## src/spvd_pkg.sv

```systemverilog
// Shared types, constants and decode functions for the signed prefix varint decoder.
// Depends on nothing; used by spvd_frame_step and signed_prefix_varint_decoder.
package spvd_pkg;

   localparam int unsigned ByteWidth  = 8;
   localparam int unsigned ValueWidth = 64;
   localparam int unsigned LenWidth   = 4;

   // Frames whose first byte is 0xFE or 0xFF carry eight raw bytes after the prefix.
   localparam logic [LenWidth-1:0] RawFrameLen   = 4'd9;
   localparam logic [LenWidth-1:0] RawPayloadLen = 4'd8;

   typedef struct packed {
      logic [LenWidth-1:0]   bytes_left;
      logic [LenWidth-1:0]   frame_len;
      logic [ValueWidth-1:0] accumulator;
   } spvd_state_type;

   typedef struct packed {
      logic                  emit;
      logic [ValueWidth-1:0] value;
      logic [LenWidth-1:0]   frame_length;
   } spvd_result_type;

   // The run of leading ones in the first byte gives the frame length.
   function automatic logic [LenWidth-1:0] lead_len(input logic [ByteWidth-1:0] first);
      logic [LenWidth-1:0] len;
      unique casez (first)
         8'b0???????: len = 4'd1;
         8'b10??????: len = 4'd2;
         8'b110?????: len = 4'd3;
         8'b1110????: len = 4'd4;
         8'b11110???: len = 4'd5;
         8'b111110??: len = 4'd6;
         8'b1111110?: len = 4'd7;
         default:     len = RawFrameLen;
      endcase
      return len;
   endfunction

   // Sign-extends a 7*len bit value; raw frames pass through unchanged.
   function automatic logic [ValueWidth-1:0] sign_extend(input logic [ValueWidth-1:0] acc,
                                                         input logic [LenWidth-1:0]   len);
      logic [ValueWidth-1:0] result;
      case (len)
         4'd1:    result = {{57{acc[6]}},  acc[6:0]};
         4'd2:    result = {{50{acc[13]}}, acc[13:0]};
         4'd3:    result = {{43{acc[20]}}, acc[20:0]};
         4'd4:    result = {{36{acc[27]}}, acc[27:0]};
         4'd5:    result = {{29{acc[34]}}, acc[34:0]};
         4'd6:    result = {{22{acc[41]}}, acc[41:0]};
         4'd7:    result = {{15{acc[48]}}, acc[48:0]};
         default: result = acc;
      endcase
      return result;
   endfunction

endpackage

```

## src/spvd_frame_step.sv

```systemverilog
// Per-byte decode step: next frame state and the finished value, if any.
// Depends on spvd_pkg for the state and result types and the decode functions.
module spvd_frame_step (
   input  logic [spvd_pkg::ByteWidth-1:0] in_byte,
   input  spvd_pkg::spvd_state_type       state_cur,
   output spvd_pkg::spvd_state_type       state_next,
   output spvd_pkg::spvd_result_type      result
);

   logic [spvd_pkg::LenWidth-1:0]   first_len;
   logic [spvd_pkg::ByteWidth-1:0]  first_mask;
   logic [spvd_pkg::ValueWidth-1:0] acc_new;
   logic [spvd_pkg::LenWidth-1:0]   left_new;
   logic [spvd_pkg::LenWidth-1:0]   len_new;
   logic                            last_byte;

   assign first_len  = spvd_pkg::lead_len(in_byte);
   assign first_mask = spvd_pkg::ByteWidth'(8'hFF >> first_len);

   always_comb begin
      if (state_cur.bytes_left == '0) begin
         len_new = first_len;
         if (first_len == spvd_pkg::RawFrameLen) begin
            acc_new   = '0;
            left_new  = spvd_pkg::RawPayloadLen;
            last_byte = 1'b0;
         end else begin
            acc_new   = {{(spvd_pkg::ValueWidth-spvd_pkg::ByteWidth){1'b0}},
                         in_byte & first_mask};
            left_new  = first_len - 4'd1;
            last_byte = (first_len == 4'd1);
         end
      end else begin
         len_new   = state_cur.frame_len;
         acc_new   = {state_cur.accumulator[spvd_pkg::ValueWidth-spvd_pkg::ByteWidth-1:0],
                      in_byte};
         left_new  = state_cur.bytes_left - 4'd1;
         last_byte = (state_cur.bytes_left == 4'd1);
      end
   end

   always_comb begin
      result.emit         = last_byte;
      result.value        = spvd_pkg::sign_extend(acc_new, len_new);
      result.frame_length = len_new;
      state_next.frame_len = len_new;
      if (last_byte) begin
         state_next.bytes_left  = '0;
         state_next.accumulator = '0;
      end else begin
         state_next.bytes_left  = left_new;
         state_next.accumulator = acc_new;
      end
   end

endmodule

```

## src/signed_prefix_varint_decoder.sv

```systemverilog
// Top level of the signed prefix varint decoder: input register, frame state, result register.
// Depends on spvd_pkg and spvd_frame_step.

// The decoder takes one wire byte per transfer and returns one transfer carrying the
// sign-extended 64-bit value and the frame length (1 to 9) on the last byte of each frame;
// other bytes return nothing. It sustains one byte per clock except when a byte is held back
// as below: a byte is registered, then the combinational decode step between the input
// register and the frame state register finishes it, and the result is registered in the
// result register, from which it is presented and can itself transfer.
// The result register lets the next bytes flow while a finished value waits; a byte is held
// back only when it would finish a frame while the previous result is still stalled.
module signed_prefix_varint_decoder (
   input  logic                                  clock,
   input  logic                                  reset,
   input  logic                                  req_valid,
   output logic                                  req_stall,
   input  logic [spvd_pkg::ByteWidth-1:0]        req_in_byte,
   output logic                                  rsp_valid,
   input  logic                                  rsp_stall,
   output logic signed [spvd_pkg::ValueWidth-1:0] rsp_value,
   output logic [spvd_pkg::LenWidth-1:0]         rsp_frame_length
);

   logic                            in_valid_ff;
   logic [spvd_pkg::ByteWidth-1:0]  in_byte_ff;
   spvd_pkg::spvd_state_type        state_ff;
   spvd_pkg::spvd_state_type        state_in;
   spvd_pkg::spvd_result_type       step_result;
   logic                            rsp_valid_ff;
   logic [spvd_pkg::ValueWidth-1:0] rsp_value_ff;
   logic [spvd_pkg::LenWidth-1:0]   rsp_len_ff;
   logic                            advance;
   logic                            load_rsp;

   spvd_frame_step u_step (
      .in_byte    (in_byte_ff),
      .state_cur  (state_ff),
      .state_next (state_in),
      .result     (step_result)
   );

   // A byte that finishes no frame never needs the result register.
   assign advance   = in_valid_ff && (!step_result.emit || !rsp_valid_ff || !rsp_stall);
   assign load_rsp  = advance && step_result.emit;
   assign req_stall = in_valid_ff && !advance;

   always_ff @(posedge clock) begin
      if (reset) begin
         in_valid_ff  <= 1'b0;
         state_ff     <= '0;
         rsp_valid_ff <= 1'b0;
      end else begin
         if (!req_stall) begin
            in_valid_ff <= req_valid;
         end
         if (advance) begin
            state_ff <= state_in;
         end
         if (load_rsp) begin
            rsp_valid_ff <= 1'b1;
         end else if (!rsp_stall) begin
            rsp_valid_ff <= 1'b0;
         end
      end
   end

   always_ff @(posedge clock) begin
      if (req_valid && !req_stall) begin
         in_byte_ff <= req_in_byte;
      end
      if (load_rsp) begin
         rsp_value_ff <= step_result.value;
         rsp_len_ff   <= step_result.frame_length;
      end
   end

   assign rsp_valid        = rsp_valid_ff;
   assign rsp_value        = rsp_value_ff;
   assign rsp_frame_length = rsp_len_ff;

   // A waiting result is never overwritten by a new one.
   assert property (@(posedge clock) disable iff (reset)
      (rsp_valid_ff && rsp_stall) |-> !load_rsp)
      else $error("result register overwritten while stalled");

   // Bytes still due always stay below the frame length.
   assert property (@(posedge clock) disable iff (reset)
      (state_ff.bytes_left != '0) |-> (state_ff.bytes_left < state_ff.frame_len))
      else $error("bytes_left out of range for frame length");

   // Every result reports a legal frame length.
   assert property (@(posedge clock) disable iff (reset)
      load_rsp |-> (step_result.frame_length != '0 &&
                    step_result.frame_length <= spvd_pkg::RawFrameLen))
      else $error("illegal frame length on result");

   // A held byte stays in the input register until it advances.
   assert property (@(posedge clock) disable iff (reset)
      req_stall |=> (in_valid_ff && $stable(in_byte_ff)))
      else $error("stalled input byte lost");

endmodule
```

## config.mk

```make
export PLATFORM = sky130hd
export DESIGN_NAME = signed_prefix_varint_decoder
export DESIGN_NICKNAME = d
export VERILOG_FILES = /design/src/spvd_pkg.sv /design/src/spvd_frame_step.sv /design/src/signed_prefix_varint_decoder.sv
export SDC_FILE = /design/constraint.sdc
export NUM_CORES = 1
export LEC_CHECK = 0
export BUFFER_PORTS_ARGS = -buffer_cell sky130_fd_sc_hd__buf_2
export CAP_MARGIN = 20
export CORE_MARGIN = 3
export CORE_UTILIZATION = 61
export DETAILED_ROUTE_END_ITERATION = 8
export GPL_TIMING_DRIVEN = 0
export PLACE_DENSITY = 0.84
export SLEW_MARGIN = 25
export SYNTH_ARGS = -nofsm -noshare
export SYNTH_HDL_FRONTEND = slang
export SYNTH_SLANG_ARGS = --single-unit
```

## constraint.sdc

```tcl
create_clock -name clock -period 7.33 [get_ports clock]
set_input_delay 1.466 -clock clock [delete_from_list [all_inputs] [get_ports clock]]
set_output_delay 1.466 -clock clock [all_outputs]
set_load 0.05 [all_outputs]
```

==> metrics.md <==
| Metric | Value |
|---|---|
| CTS resizes | `0` |
| Startpoint types | `register` |
| Post-CTS Hold Buffers | `0` |
| Drt drc | `0` |
| CTS tree | `done` |
| Die footprint | `0.0104 mm^2` |
| Final HPWL DP | `7860 um` |
| Hold Path Cell Cnt | `1` |
| Area of the mapped netlist | `0.00560 mm^2` |
| Vias | `3931` |
| CTS Buf Count | `17` |
| Hold WS | `0.488 ns` |
| WHS Endpoint | `state_ff[51]$_SDFFE_PP0P_` |
| 1st-iter DRT viols | `230` |
| Starting Density | `63.6%` |
| # H-tree levels | `4` |
| Lkg Pwr | `2.95 nW` |
| Clk slew on worst S/H paths | `0.06 ns` |
| Vias in the first global route | `3803` |
| FFs w/ async S/R, synth | `0%` |
| Synth cell types | `50` |
| First-pass GRT wire length | `19200 um` |
| Layout cells sized above 1 | `26.8%` |
| Final setup violation count | `0` |
| Total core area | `0.00881 mm^2` |
| Via/cell ratio | `6.09` |
| Antenna violations before repair | `0` |
| Reg2reg end | `rsp_value[31]$_DFFE_PP_` |
| CP Capture Type | `primary output` |
| R2R cell count | `10` |
| Peak Freq | `228 MHz` |
| IR drop worst, VDD | `0.000208 V` |
| R2R Setup Slk | `4.33 ns` |
| Root buffer cell | `clkbuf_8` |
| Synth warn | `0` |
| Area Growth Syn to Fin | `20.3%` |
| Total negative setup slack | `0 ns` |
| Post-synth EDFFs | `76` |
| Commonest cells after routing, fill and taps aside | `buf_2, edfxtp_1, dfxtp_1, a21o_1, a22o_1` |
| DR WL/cell | `18.7 um` |
| Post-route cell area | `0.00674 mm^2` |
| Die Span Y | `102 um` |
| Worst-margin pin slew | `0.645 ns` |
| WP data required | `5.86 ns` |
| Worst Path Max Fanout | `6` |
| Pwr/cell area | `305 mW/mm^2` |
| Final Wtd Congestion | `0.860` |
| Clk_skew | `0.00706 ns` |
| Setup Buffers After CTS | `0` |
| Mapped Cells | `423` |
| Die W | `102 um` |
| I/O pin count | `82` |
| Maxcap violations | `0` |
| WS Path Type | `register to primary output` |
| Leading cell type in the layout, fill and taps excluded | `buf_2` |
| Clk sink count | `142` |
| DRT Wirelength | `12000 um` |
| Tcrit/Tclk final | `59.8%` |
| Gr usage total | `24.1%` |
| Power, Total | `0.00206 W` |
| Met2 Usage GRT | `39.5%` |
| CP arrival | `2.92 ns` |
| Hold Violations, Final | `0` |
| Gr busiest metal | `met2` |
| Max-slew violations | `0` |
| Port bufs | `81` |
| Post-DRT Antenna Nets | `0` |
| Most used flip-flop cell after synthesis | `edfxtp_1` |
| Clock Latency Late Sink | `0.52 ns` |
| ANT cells | `0` |
| Outcome | `finished clean` |
| Syn_nets | `442` |
| HP Start | `state_ff[51]$_SDFFE_PP0P_` |
| Relative slew slack | `56.8%` |
| Share of the yosys chip area belonging to registers | `64.4%` |
| Clock buffer depth | `2` |
| Grt met1 use | `30.9%` |
| Grt met3 use | `5.51%` |
| Final #Nets | `543` |
| Synth Register Bits | `142` |
| Reg-to-Reg Start | `in_byte_ff[3]$_DFFE_PP_` |
| Minimum clock period | `4.39 ns` |
| RSZ-0062 raised after global routing | `false` |
| Hold Path Class | `register to register` |
| Row count | `34` |
| Avg Inst Size Synth | `13.2 um^2` |
| Remaining global-route overflow | `0` |
| DP Area | `0.00616 mm^2` |
| Largest net degree at the start of global routing | `38` |
| Initial DRT Pass Iterations | `6` |
## cell usage after synthesis, types with 2 or more instances
| cell | count | area (um^2) |
|---|---|---|
| ha_1 | 7 | 87.6 |
| and2_1 | 4 | 25.0 |
| or4_1 | 2 | 15.0 |
| a211oi_1 | 2 | 15.0 |
| or2_2 | 2 | 12.5 |
| a21oi_1 | 11 | 55.1 |
| a31oi_1 | 4 | 25.0 |
| clkbuf_1 | 9 | 33.8 |
| a22o_1 | 55 | 482 |
| mux2i_1 | 4 | 40.0 |
| nand2b_1 | 2 | 12.5 |
| edfxtp_1 | 76 | 2280 |
| nand3_1 | 6 | 30.0 |
| o21a_1 | 3 | 22.5 |
| nor3_1 | 4 | 20.0 |
| dfxtp_1 | 66 | 1320 |
| nor3b_1 | 2 | 15.0 |
| nand2_1 | 25 | 93.8 |
| inv_1 | 10 | 37.5 |
| a21o_1 | 56 | 420 |
| nand4_1 | 3 | 18.8 |
| buf_2 | 7 | 35.0 |
| a31o_2 | 2 | 17.5 |
| buf_6 | 7 | 78.8 |
| a32o_1 | 3 | 30.0 |
| nor2_1 | 16 | 60.1 |
| nor2b_1 | 5 | 31.3 |
| o21ai_1 | 3 | 15.0 |
| buf_4 | 2 | 15.0 |
| o21ai_0 | 5 | 25.0 |
## state kept, by name, summed over array words and instances, names as in the netlist
register	flops
rsp_frame_length	4
in_valid_ff	1
rsp_valid	1
rsp_value	64
state_ff	64
in_byte_ff	8
## worst max-delay path: stages (launching register included)
cell and delay, ns:
edfxtp_1 0.46, nor2b_1 0.17, o21ai_0 0.25, nand2_1 0.10
nand2_1 0.14, ha_1 0.17, nand2_1 0.07, a2bb2oi_2 0.18
nor3_1 0.34, nand4_1 0.19, inv_1 0.08, buf_2 0.25
## cells by family after synthesis
| kind of cell | count (synthesis) | synth area share [%] |
|---|---|---|
| buffers and inverters | 35 | 3.58 |
| AOI/OAI and AO/OA | 154 | 21.9 |
| DFF | 142 | 64.4 |
| adders and majority gates | 7 | 1.56 |
| muxes | 5 | 0.916 |
| other | 1 | 0.0670 |
| and+or+nand+nor | 79 | 7.64 |
## report_power, final
part | internal, W | switching, W | total, W
Combinational | 0.000108 | 0.000221 | 0.000330
Clock | 0.000498 | 0.000324 | 0.000823
Sequential | 0.000891 | 0.0000136 | 0.000904
## cell type report
| class | instances | area [um^2] |
|---|---|---|
| flip-flops and latches | 142 | 3600 |
| fillers | 535 | 2070 |
| multi-input cells | 246 | 1800 |
| clock buffers | 21 | 439 |
| repair buffers | 82 | 425 |
| plain buffers | 25 | 163 |
| well taps | 108 | 135 |
| clock inverters | 11 | 134 |
| inverters | 10 | 37.5 |
## routing by layer
layer,share of wire (%),wire [um],vias to the layer above
li1,-,-,1827
met1,42,5070,1912
met2,50,5960,162
met3,6.2,744,30
met4,2.1,256,0
met5,0,0,-
## per-stage QoR
step / util [%] / instances / setup WS (ns)
floorplan: - / 423 / 3.46
global placement: 69.7 / 612 / 2.86
detailed placement: 70.0 / 613 / 3.61
CTS: 76.5 / 645 / 2.99
global route: 76.5 / 645 / 2.72
finish: 76.5 / 645 / 2.94
## worst max-delay path by stage
stage | from | endpoint | slack [ns]
2_1_floorplan | rsp_stall | rsp_frame_length[0]$_DFFE_PP_ | 3.46
3_3_place_gp | rsp_stall | rsp_value[40]$_DFFE_PP_ | 2.86
3_5_place_dp | in_byte_ff[3]$_DFFE_PP_ | req_stall | 3.61
4_1_cts | in_byte_ff[3]$_DFFE_PP_ | req_stall | 2.99
5_1_grt | in_byte_ff[3]$_DFFE_PP_ | req_stall | 2.72
6_report | in_byte_ff[3]$_DFFE_PP_ | req_stall | 2.94
Note: power is estimated with default switching activity, not from simulation.
